`config.mk`:
```
export PLATFORM = sky130hd
export DESIGN_NAME = elevator_stop_dispatcher
export DESIGN_NICKNAME = d
export VERILOG_FILES = /design/src/sv/esd_pkg.sv /design/src/sv/esd_ctrl.sv /design/src/sv/esd_datapath.sv /design/src/sv/elevator_stop_dispatcher.sv
export SDC_FILE = /design/constraint.sdc
export NUM_CORES = 1
export LEC_CHECK = 0
export BUFFER_PORTS_ARGS = -buffer_cell sky130_fd_sc_hd__buf_2
export CAP_MARGIN = 15
export CORE_MARGIN = 2
export CORE_UTILIZATION = 56
export CTS_CLUSTER_DIAMETER = 60
export DETAILED_ROUTE_END_ITERATION = 7
export GPL_TIMING_DRIVEN = 0
export PLACE_DENSITY_LB_ADDON = 0.12
export SYNTH_ARGS = -nofsm -noshare
export SYNTH_HDL_FRONTEND = slang
export SYNTH_HIERARCHICAL = 1
export SYNTH_SLANG_ARGS = --single-unit
export TNS_END_PERCENT = 30
```
`constraint.sdc`:
```
create_clock -name clk -period 7.7 [get_ports clk]
set_input_delay 0.385 -clock clk [delete_from_list [all_inputs] [get_ports clk]]
set_output_delay 0.385 -clock clk [all_outputs]
set_load 0.1 [all_outputs]
```
`src/sv/esd_pkg.sv`:
```
// Shared types and constants for the elevator stop dispatcher.
// No dependencies; every other file refers to it by scoped names.
package esd_pkg;

    localparam int FLOOR_W      = 4;
    localparam int RESULT_LIMIT = 8;

    typedef enum logic [1:0] {
        MODE_REQUEST,
        MODE_MOVE,
        MODE_FAIL,
        MODE_RESET
    } esd_mode_t;

    typedef enum logic [3:0] {
        ST_ADDED,
        ST_HERE,
        ST_DUP,
        ST_INVALID,
        ST_FAILED,
        ST_PASSING,
        ST_ARRIVED,
        ST_IDLE,
        ST_FAILSET,
        ST_RESET
    } esd_status_t;

    typedef enum logic [1:0] {
        DIR_IDLE,
        DIR_UP,
        DIR_DOWN
    } esd_dir_t;

    typedef enum logic [1:0] {
        S_IDLE,
        S_EXEC,
        S_TRAVEL
    } esd_state_t;

    // controller -> datapath
    typedef struct packed {
        logic load;
        logic exec;
        logic step;
    } esd_cmd_t;

    // datapath -> controller
    typedef struct packed {
        logic can_emit;
        logic trip_start;
        logic arrive;
    } esd_stat_t;

endpackage

```
`src/sv/esd_ctrl.sv`:
```
// Sequencing state machine of the elevator stop dispatcher.
// Depends on esd_pkg for the state enum and the command/status structs.
module esd_ctrl
(
    input  logic              clk,
    input  logic              rst_n,
    input  logic              in_valid,
    output logic              in_ready,
    output esd_pkg::esd_cmd_t cmd,
    input  esd_pkg::esd_stat_t stat
);

    esd_pkg::esd_state_t state_reg;
    esd_pkg::esd_state_t state_next;

    always_ff @(posedge clk or negedge rst_n)
    begin
        if (!rst_n)
        begin
            state_reg <= esd_pkg::S_IDLE;
        end
        else
        begin
            state_reg <= state_next;
        end
    end

    always_comb
    begin
        state_next = state_reg;
        unique case (state_reg)
            esd_pkg::S_IDLE:
            begin
                if (in_valid)
                begin
                    state_next = esd_pkg::S_EXEC;
                end
            end
            esd_pkg::S_EXEC:
            begin
                if (stat.can_emit)
                begin
                    state_next = stat.trip_start ? esd_pkg::S_TRAVEL : esd_pkg::S_IDLE;
                end
            end
            esd_pkg::S_TRAVEL:
            begin
                if (stat.can_emit && stat.arrive)
                begin
                    state_next = esd_pkg::S_IDLE;
                end
            end
            default:
            begin
                state_next = esd_pkg::S_IDLE;
            end
        endcase
    end

    always_comb
    begin
        in_ready = (state_reg == esd_pkg::S_IDLE);
        cmd.load = (state_reg == esd_pkg::S_IDLE) && in_valid;
        cmd.exec = (state_reg == esd_pkg::S_EXEC) && stat.can_emit;
        cmd.step = (state_reg == esd_pkg::S_TRAVEL) && stat.can_emit;
    end

endmodule

```
`src/sv/esd_datapath.sv`:
```
// Car state, pending stop sets, command decode and result register.
// Depends on esd_pkg; driven by commands from esd_ctrl.
module esd_datapath
#(
    parameter int NUM_FLOORS = 9
)
(
    input  logic                          clk,
    input  logic                          rst_n,
    input  esd_pkg::esd_cmd_t             cmd,
    output esd_pkg::esd_stat_t            stat,
    input  logic [1:0]                    mode,
    input  logic [esd_pkg::FLOOR_W-1:0]   floor,
    input  logic                          is_pickup,
    output logic                          out_valid,
    input  logic                          out_ready,
    output logic [3:0]                    status,
    output logic [esd_pkg::FLOOR_W-1:0]   car_floor,
    output logic [1:0]                    travel_dir,
    output logic [esd_pkg::FLOOR_W-1:0]   next_stop,
    output logic                          last
);

    localparam int SET_W = NUM_FLOORS + 1;
    localparam int FW    = esd_pkg::FLOOR_W;

    // lowest set floor above 0, or 0
    function automatic logic [FW-1:0] lowest_floor(input logic [15:0] s);
        logic [FW-1:0] r;
        r = '0;
        for (int f = 15; f >= 1; f--)
        begin
            if (s[f])
            begin
                r = FW'(f);
            end
        end
        return r;
    endfunction

    function automatic logic [FW-1:0] highest_floor(input logic [15:0] s);
        logic [FW-1:0] r;
        r = '0;
        for (int f = 1; f <= 15; f++)
        begin
            if (s[f])
            begin
                r = FW'(f);
            end
        end
        return r;
    endfunction

    function automatic logic [FW-1:0] pick_target(input logic [SET_W-1:0] drop_s,
                                                  input logic [SET_W-1:0] pick_s);
        logic [FW-1:0] r;
        if (|drop_s)
        begin
            r = lowest_floor(16'(drop_s));
        end
        else
        begin
            r = highest_floor(16'(pick_s));
        end
        return r;
    endfunction

    // latched command
    esd_pkg::esd_mode_t  mode_reg;
    logic [FW-1:0]       floor_reg;
    logic                pick_reg;

    // car state
    logic [FW-1:0]       car_reg,  car_next;
    esd_pkg::esd_dir_t   dir_reg,  dir_next;
    logic                failed_reg, failed_next;
    logic [SET_W-1:0]    pickset_reg, pickset_next;
    logic [SET_W-1:0]    dropset_reg, dropset_next;
    logic [FW-1:0]       target_reg, target_next;

    // result register
    logic                out_valid_reg, out_valid_next;
    esd_pkg::esd_status_t out_status_reg;
    logic [FW-1:0]       out_car_reg;
    esd_pkg::esd_dir_t   out_dir_reg;
    logic [FW-1:0]       out_stop_reg;
    logic                out_last_reg;

    logic                emit;
    esd_pkg::esd_status_t res_status;
    logic                res_last;
    logic                res_use_target;
    logic                res_zero;
    logic [FW-1:0]       cur_target;
    logic [FW-1:0]       new_target;
    logic [FW-1:0]       trip_span;
    logic [SET_W-1:0]    floor_mask;
    logic [SET_W-1:0]    tgt_mask;
    logic                any_pending;
    logic                floor_bad;

    assign cur_target  = pick_target(dropset_reg, pickset_reg);
    assign new_target  = pick_target(dropset_next, pickset_next);
    assign trip_span   = (target_reg > car_reg) ? (target_reg - car_reg) : (car_reg - target_reg);
    assign floor_mask  = SET_W'(1) << floor_reg;
    assign tgt_mask    = SET_W'(1) << target_reg;
    assign any_pending = (|pickset_reg) || (|dropset_reg);
    assign floor_bad   = (floor_reg == '0) || (floor_reg > FW'(NUM_FLOORS));

    always_comb
    begin
        stat.can_emit   = !out_valid_reg || out_ready;
        stat.trip_start = (mode_reg == esd_pkg::MODE_MOVE) && !failed_reg && any_pending;
        stat.arrive     = (trip_span <= FW'(1));
    end

    always_comb
    begin
        car_next       = car_reg;
        dir_next       = dir_reg;
        failed_next    = failed_reg;
        pickset_next   = pickset_reg;
        dropset_next   = dropset_reg;
        target_next    = target_reg;
        emit           = 1'b0;
        res_status     = esd_pkg::ST_IDLE;
        res_last       = 1'b1;
        res_use_target = 1'b0;
        res_zero       = 1'b0;

        if (cmd.exec)
        begin
            unique case (mode_reg)
                esd_pkg::MODE_REQUEST:
                begin
                    emit = 1'b1;
                    priority if (failed_reg)
                    begin
                        res_status = esd_pkg::ST_FAILED;
                    end
                    else if (floor_bad)
                    begin
                        res_status = esd_pkg::ST_INVALID;
                    end
                    else if (floor_reg == car_reg)
                    begin
                        res_status = esd_pkg::ST_HERE;
                    end
                    else if (pick_reg)
                    begin
                        if (|(pickset_reg & floor_mask))
                        begin
                            res_status = esd_pkg::ST_DUP;
                        end
                        else
                        begin
                            pickset_next = pickset_reg | floor_mask;
                            res_status   = esd_pkg::ST_ADDED;
                        end
                    end
                    else
                    begin
                        if (|(dropset_reg & floor_mask))
                        begin
                            res_status = esd_pkg::ST_DUP;
                        end
                        else
                        begin
                            dropset_next = dropset_reg | floor_mask;
                            res_status   = esd_pkg::ST_ADDED;
                        end
                    end
                end
                esd_pkg::MODE_MOVE:
                begin
                    priority if (failed_reg)
                    begin
                        emit       = 1'b1;
                        res_status = esd_pkg::ST_FAILED;
                    end
                    else if (!any_pending)
                    begin
                        emit       = 1'b1;
                        res_status = esd_pkg::ST_IDLE;
                        res_zero   = 1'b1;
                    end
                    else
                    begin
                        // start of trip: latch target and direction, no result yet
                        target_next = cur_target;
                        if (cur_target > car_reg)
                        begin
                            dir_next = esd_pkg::DIR_UP;
                        end
                        else if (cur_target < car_reg)
                        begin
                            dir_next = esd_pkg::DIR_DOWN;
                        end
                    end
                end
                esd_pkg::MODE_FAIL:
                begin
                    emit        = 1'b1;
                    failed_next = 1'b1;
                    res_status  = esd_pkg::ST_FAILSET;
                end
                esd_pkg::MODE_RESET:
                begin
                    emit         = 1'b1;
                    car_next     = FW'(1);
                    dir_next     = esd_pkg::DIR_IDLE;
                    failed_next  = 1'b0;
                    pickset_next = '0;
                    dropset_next = '0;
                    res_status   = esd_pkg::ST_RESET;
                    res_zero     = 1'b1;
                end
                default:
                begin
                    emit = 1'b0;
                end
            endcase
        end
        else if (cmd.step)
        begin
            if (trip_span <= FW'(1))
            begin
                // arrive: drop-off entry wins over pick-up entry
                car_next = target_reg;
                if (|(dropset_reg & tgt_mask))
                begin
                    dropset_next = dropset_reg & ~tgt_mask;
                end
                else
                begin
                    pickset_next = pickset_reg & ~tgt_mask;
                end
                if (!(|dropset_next) && !(|pickset_next))
                begin
                    dir_next = esd_pkg::DIR_IDLE;
                end
                emit       = 1'b1;
                res_status = esd_pkg::ST_ARRIVED;
            end
            else
            begin
                car_next = (dir_reg == esd_pkg::DIR_UP) ? car_reg + FW'(1) : car_reg - FW'(1);
                // only the final floors of a long trip are reported
                emit           = (trip_span <= FW'(esd_pkg::RESULT_LIMIT));
                res_status     = esd_pkg::ST_PASSING;
                res_last       = 1'b0;
                res_use_target = 1'b1;
            end
        end
    end

    always_comb
    begin
        if (emit)
        begin
            out_valid_next = 1'b1;
        end
        else if (out_ready)
        begin
            out_valid_next = 1'b0;
        end
        else
        begin
            out_valid_next = out_valid_reg;
        end
    end

    always_ff @(posedge clk or negedge rst_n)
    begin
        if (!rst_n)
        begin
            car_reg       <= FW'(1);
            dir_reg       <= esd_pkg::DIR_IDLE;
            failed_reg    <= 1'b0;
            pickset_reg   <= '0;
            dropset_reg   <= '0;
            out_valid_reg <= 1'b0;
        end
        else
        begin
            car_reg       <= car_next;
            dir_reg       <= dir_next;
            failed_reg    <= failed_next;
            pickset_reg   <= pickset_next;
            dropset_reg   <= dropset_next;
            out_valid_reg <= out_valid_next;
        end
    end

    always_ff @(posedge clk)
    begin
        target_reg <= target_next;
        if (cmd.load)
        begin
            mode_reg  <= esd_pkg::esd_mode_t'(mode);
            floor_reg <= floor;
            pick_reg  <= is_pickup;
        end
        if (emit)
        begin
            out_status_reg <= res_status;
            out_car_reg    <= car_next;
            out_dir_reg    <= dir_next;
            out_last_reg   <= res_last;
            if (res_zero)
            begin
                out_stop_reg <= '0;
            end
            else if (res_use_target)
            begin
                out_stop_reg <= target_reg;
            end
            else
            begin
                out_stop_reg <= new_target;
            end
        end
    end

    assign out_valid  = out_valid_reg;
    assign status     = out_status_reg;
    assign car_floor  = out_car_reg;
    assign travel_dir = out_dir_reg;
    assign next_stop  = out_stop_reg;
    assign last       = out_last_reg;

endmodule

```
`src/sv/elevator_stop_dispatcher.sv`:
```
// Top level of the elevator stop dispatcher: controller plus datapath.
// Depends on esd_pkg, esd_ctrl and esd_datapath.
//
//   channel  handshake            payload
//   -------  -------------------  -------------------------------------------
//   in       in_valid / in_ready  mode, floor, is_pickup
//   out      out_valid/out_ready  status, car_floor, travel_dir, next_stop, last
//
// One item at a time. A request, failure or reset command is accepted, then
// executed, and gives one result, as does an idle or failed move. A move
// toward a stop adds one stepper step per floor travelled (one when the stop
// is the car's own floor). Results sit in a single output register; while a
// result waits and out_ready is low, the execute and stepper states hold.
// Reset brings the car to floor 1, idle.
module elevator_stop_dispatcher
#(
    parameter int NUM_FLOORS = 9
)
(
    input  logic                        clk,
    input  logic                        rst_n,
    input  logic                        in_valid,
    output logic                        in_ready,
    input  logic [1:0]                  mode,
    input  logic [esd_pkg::FLOOR_W-1:0] floor,
    input  logic                        is_pickup,
    output logic                        out_valid,
    input  logic                        out_ready,
    output logic [3:0]                  status,
    output logic [esd_pkg::FLOOR_W-1:0] car_floor,
    output logic [1:0]                  travel_dir,
    output logic [esd_pkg::FLOOR_W-1:0] next_stop,
    output logic                        last
);

    esd_pkg::esd_cmd_t  cmd;
    esd_pkg::esd_stat_t stat;

    esd_ctrl u_ctrl
    (
        .clk      (clk),
        .rst_n    (rst_n),
        .in_valid (in_valid),
        .in_ready (in_ready),
        .cmd      (cmd),
        .stat     (stat)
    );

    esd_datapath
    #(
        .NUM_FLOORS (NUM_FLOORS)
    )
    u_datapath
    (
        .clk        (clk),
        .rst_n      (rst_n),
        .cmd        (cmd),
        .stat       (stat),
        .mode       (mode),
        .floor      (floor),
        .is_pickup  (is_pickup),
        .out_valid  (out_valid),
        .out_ready  (out_ready),
        .status     (status),
        .car_floor  (car_floor),
        .travel_dir (travel_dir),
        .next_stop  (next_stop),
        .last       (last)
    );

endmodule

```
==> flow_summary.toml, run 1 <==
[outcome]
outcome = "complete, no violations"

[global_routing]
gr-total-overflow = 0
grt_util_all_layers = 0.319
grt_pass1_vias = 3997
antenna_found_initial = 0
grt_max_degree = 31
grt_pass1_wl_mm = 21.2

[cells_and_area]
final_common_cell = "nor2_1"
num_antenna_cells = 0
layout_common_cells = "nor2_1 (45), nand2_1 (35), inv_1 (34)"
fill_cells = 679
nNetsFinal = 568
areaGrowthSynthToFinish_pct = 8.65
final_area_mm2 = 0.00476
final_cells = 639
multi_input_area_mm2 = 0.00258
seq_area_mm2 = 0.00153
drive_above_1_share = 0.125

[floorplan]
dieArea_mm2 = 0.00855
core_mm2 = 0.00765
start_util = 0.573
rows = 32
die_h_um = 92.5
io_pins = 28
fp.dieW_um = 92.5

[worst_setup_path]
slowest_stage = "a31oi_1"
arrival_ns = 5.46
cp_top_family = "simple AND/OR/NAND/NOR gates"
cp_num_buf_inv = 3
crit_fanout = 10
reg2reg_depth = 14
end_kind = "flop"
cp_cell_sequence = "clkbuf_1 > inv_1 > ha_1 > inv_1 > fa_1 > a211oi_2 > a211oi_4 > o32ai_1 > nand4_1 > a31oi_1 > or4b_1 > nand4b_4 > nor4b_1 > nor3_1"
cp_num_cells = 14
crit_path_start_kind = "flop"
crit_type = "reg -> reg"
cpMostUsedCell = "inv_1"
cp.required_ns = 7.76
slowest_delay_ns = 0.63

[routing]
drc_errors = 0
finalWirelength_mm = 13.3
viasPerCell = 6.82
ant_nets = 0
via_count = 4356
wire_per_inst_um = 20.8
drt_iter0_drc = 608
dr.pass1.iters = 6

[synth]
syn_nets = 531
synth-seq-cells = 56
yosys.area.top_type = "edfxtp_1"
yosysSeqAreaShare = 0.350
synth_edf_count = 26
syn_avg_cell_area_um2 = 8.78
synth_top_area_share = 0.178
ys_types = 80
async_flop_share = 0.536
synth_flop_cell = "dfrtp_1"
netlist_top_cells_area = "edfxtp_1 (18%), dfrtp_1 (17%), ha_1 (5.1%)"
synthCells = 499
ys_warn_count = 6
synth_area_mm2 = 0.00438

[timing]
whs_ns = 0.107
skew_ns = 0.0136
fmax_mhz = 185
hold_viol_final = 0
slew_headroom = 0.413
setup_tns_ns = 0
period_share = 0.702
worst_pin_slew_ns = 0.879
finalCriticalPeriod_ns = 5.41
report.final.setup_viol = 0
finalMaxSlewViolations = 0
rsz0062_at_grt = "no"

[place]
io_buffers = 27
routabilityCongestion = 1.02
place_inst = 630
place_hpwl_mm = 9.99
dpl-instance-area_mm2 = 0.00466

[cts]
postCtsSetupBuffers = 0
ctsLongestPathBuffers = 2
insertion_delay_ns = 0.32
cts-hold-fix-buffers = 0
clk_pin_slew_ns = 0.11
clock_sinks = 56
htree_levels = 2
cts_tree = "built"
cts_resized = 0
cts_buffers = 5
clockRootBuffer = "clkbuf_8"

[min_path]
hold_path.class = "in -> async"

[power_and_ir_drop]
peakVddDrop_v = 0.000325
p_leak_nw = 1.85
p_per_area_mw_per_mm2 = 337

[job]
max-cap-violations = 0
path summary, 6_finish.rpt:
kind,end,slack (ns),start
max,u_datapath/next_stop[0],2.29,u_datapath/target_reg[0]
min,u_datapath/car_reg[1],0.11,rst_n
max reg2reg,u_datapath/next_stop[0],2.29,u_datapath/target_reg[0]
min reg2reg,u_ctrl/state_reg[0],0.50,u_ctrl/state_reg[1]
max in group asynchronous,u_datapath/pickset_reg[2],7.10,rst_n
min in group clk,u_datapath/floor_reg[0],0.23,floor[0]
cells in the mapped netlist, drive strengths merged (5+ instances only):
| cell | count |
|---|---|
| nor2 | 45 |
| nand2 | 35 |
| inv | 34 |
| o21ai | 34 |
| dfrtp | 29 |
| edfxtp | 26 |
| clkbuf | 25 |
| a21oi | 23 |
| ha | 18 |
| nor3 | 15 |
| nand2b | 14 |
| nand3 | 13 |
| nor2b | 10 |
| nor4 | 10 |
| a31oi | 9 |
| nand4 | 9 |
| buf | 8 |
| a211oi | 7 |
| mux2 | 7 |
| and2 | 6 |
| nor3b | 6 |
| o211ai | 6 |
| o22ai | 6 |
| xnor2 | 6 |
| a221o | 5 |
| and3 | 5 |
| mux2i | 5 |
cells by family after synthesis:
kind of cell / count (synthesis) / share of synthesized area
multiplexers: 12 / 0.0294
buffers and inverters: 67 / 0.0614
AO/OA/AOI/OAI: 143 / 0.236
flip-flops: 56 / 0.350
adder cells (fa/ha/maj): 21 / 0.0651
XOR/XNOR: 7 / 0.0140
AND/OR/NAND/NOR: 193 / 0.245
routing by layer:
metal / track usage / vias up / wire length (um)
met5: 0 / - / 0
met3: 0.0635 / 55 / 1460
li1: - / 1948 / -
met2: 0.484 / 264 / 5660
met4: 0.106 / 0 / 499
met1: 0.459 / 2089 / 5650
layout make-up:
class,count,share of cell area
tap,102,0.0268
timing repair buffer,30,0.0326
inverter,34,0.0268
buffer,33,0.0297
clock inverter,3,0.00578
clock buffer,5,0.0145
sequential,56,0.322
multi-input combinational,376,0.542
through the flow:
stage / worst slack, ns / total power, W / util
6_report: 2.29 / 0.00160 / 0.623
2_1_floorplan: 3.76 / 0.00122 / -
3_3_place_gp: 2.56 / 0.00140 / 0.607
3_5_place_dp: 2.54 / 0.00142 / 0.609
5_1_grt: 2.19 / 0.00169 / 0.623
4_1_cts: 2.50 / 0.00159 / 0.622
worst register-to-register path, cell delays in order, from the launching register on:
cell and delay (ns):
edfxtp_1 0.52, clkbuf_1 0.29, inv_1 0.24, ha_1 0.21, inv_1 0.06, fa_1 0.42, a211oi_2 0.27, a211oi_4 0.08
o32ai_1 0.45, nand4_1 0.45, a31oi_1 0.63, or4b_1 0.57, nand4b_4 0.25, nor4b_1 0.61, nor3_1 0.11
report_power, final:
| part | switching [W] | internal [W] |
|---|---|---|
| Combinational | 0.000705 | 0.000262 |
| Sequential | 0.0000533 | 0.000410 |
| Clock | 0.000106 | 0.0000671 |
(Power assumes the default switching activity.)
==> run 2: changes to the inputs <==
clock period = 4.6 ns   (was 7.7 ns; I/O delays follow)
==> flow_summary.toml, run 2 (same netlist as run 1, synthesis figures left out) <==
[floorplan]
fp.dieW_um = 92.5
core_mm2 = 0.00765
die_h_um = 92.5
dieArea_mm2 = 0.00855
start_util = 0.573
rows = 32
io_pins = 28

[timing]
worst_pin_slew_ns = 0.860
finalMaxSlewViolations = 0
period_share = 0.966
report.final.setup_viol = 0
fmax_mhz = 225
setup_tns_ns = 0
slew_headroom = 0.425
finalCriticalPeriod_ns = 4.44
fin_ws_ns = 0.158
rsz0062_at_grt = "no"
hold_viol_final = 0
skew_ns = 0.0129

[power_and_ir_drop]
peakVddDrop_v = 0.000541
p_per_area_mw_per_mm2 = 557
p_leak_nw = 1.88

[cells_and_area]
layout_common_cells = "nor2_1 (45), nand2_1 (35), inv_1 (34)"
fill_cells = 679
final_area_mm2 = 0.00485
drive_above_1_share = 0.140
nNetsFinal = 573
areaGrowthSynthToFinish_pct = 10.6
num_antenna_cells = 0
final_common_cell = "nor2_1"

[worst_setup_path]
crit_type = "reg -> reg"
cp_cell_sequence = "inv_1 > ha_1 > inv_1 > fa_1 > a211oi_2 > a211oi_4 > o32ai_2 > nand4_1 > buf_4 > a2bb2oi_1 > or4b_1 > nand4b_4 > nor4b_2 > nor3_1"
cp.required_ns = 4.67
cp_num_buf_inv = 3
arrival_ns = 4.51
crit_path_start_kind = "flop"
slowest_delay_ns = 0.61
cpMostUsedCell = "inv_1"
cp_top_family = "simple AND/OR/NAND/NOR gates"
slowest_stage = "or4b_1"
end_kind = "flop"
crit_fanout = 10

[cts]
htree_levels = 2
ctsLongestPathBuffers = 2
insertion_delay_ns = 0.32
cts_buffers = 5
clock_sinks = 56
clk_pin_slew_ns = 0.11
cts_tree = "built"
clockRootBuffer = "clkbuf_8"

[global_routing]
grt_max_degree = 31
antenna_found_initial = 0
grt_pass1_vias = 4027
gr-total-overflow = 0
grt_pass1_wl_mm = 21.2
grt_util_all_layers = 0.320

[place]
dpl-instance-area_mm2 = 0.00466
pre_cts_slack_ns = -0.565
place_hpwl_mm = 9.99
io_buffers = 27
routabilityCongestion = 1.02

[routing]
dr.pass1.iters = 6
drc_errors = 0
finalWirelength_mm = 13.3
wl_met1_mm = 5.70
via_count = 4328
wl_met3_mm = 1.47
top_layer = "met4"
wire_per_inst_um = 20.7
ant_nets = 0
viasPerCell = 6.72
drt_iter0_drc = 554
wl_met2_mm = 5.66

[outcome]
outcome = "complete, no violations"

[job]
max-cap-violations = 0

[min_path]
hold_path.class = "in -> reg"
-- run 2: metrics by stage --
stage | power [W] | cells | util | hold slack, ns
final | 0.00270 | 644 | 0.634 | 0.0793
after global placement | 0.00234 | 628 | 0.607 | 0.324
after global routing | 0.00285 | 644 | 0.634 | 0.0671
after floorplan | 0.00203 | 499 | - | -0.0656
after CTS | 0.00268 | 641 | 0.629 | 0.0756
after detailed placement | 0.00237 | 630 | 0.609 | 0.331
-- run 2: what timing repair did --
item | in CTS | in global routing
pin swaps | 2 | 0
resized for setup | 4 | 1
hold buffers | 1 | 0
setup endpoints to repair | 4 | 4
cloned | 0 | 0
buffers inserted | 2 | 4
hold endpoints to repair | 29 | 0
-- run 2: worst paths after layout --
check                                         start  cells past startpoint  slack (ns)                        end
max reg2reg                u_datapath/target_reg[0]                     14        0.16    u_datapath/next_stop[0]
max in group asynchronous                     rst_n                      2        3.62  u_datapath/pickset_reg[2]
min reg2reg                     u_ctrl/state_reg[1]                      1        0.50        u_ctrl/state_reg[0]
min                                        floor[0]                      1        0.08    u_datapath/floor_reg[0]
min in group asynchronous                     rst_n                      2        0.49      u_datapath/car_reg[1]
max                        u_datapath/target_reg[0]                     14        0.16    u_datapath/next_stop[0]
-- run 2: layout make-up --
class | instances | area, um2 | share of cell area
plain buffers | 32 | 138 | 0.0284
clock buffers | 5 | 68.8 | 0.0142
clock inverters | 3 | 27.5 | 0.00568
inverters | 34 | 128 | 0.0263
multi-input cells | 376 | 2620 | 0.540
flip-flops and latches | 56 | 1530 | 0.316
well taps | 102 | 128 | 0.0263
repair buffers | 36 | 205 | 0.0423
-- run 2: power by group --
group	internal (W)	switching, W	leakage [nW]
Clock	0.000112	0.000178	0.0463
Combinational	0.000445	0.00119	1.21
Sequential	0.000687	0.0000899	0.622
-- run 2: metal layers --
metal / global-route usage / up-vias
li1: - / 1960
met1: 0.455 / 2045
met2: 0.479 / 276
met3: 0.0700 / 47
met4: 0.119 / 0
met5: 0 / -
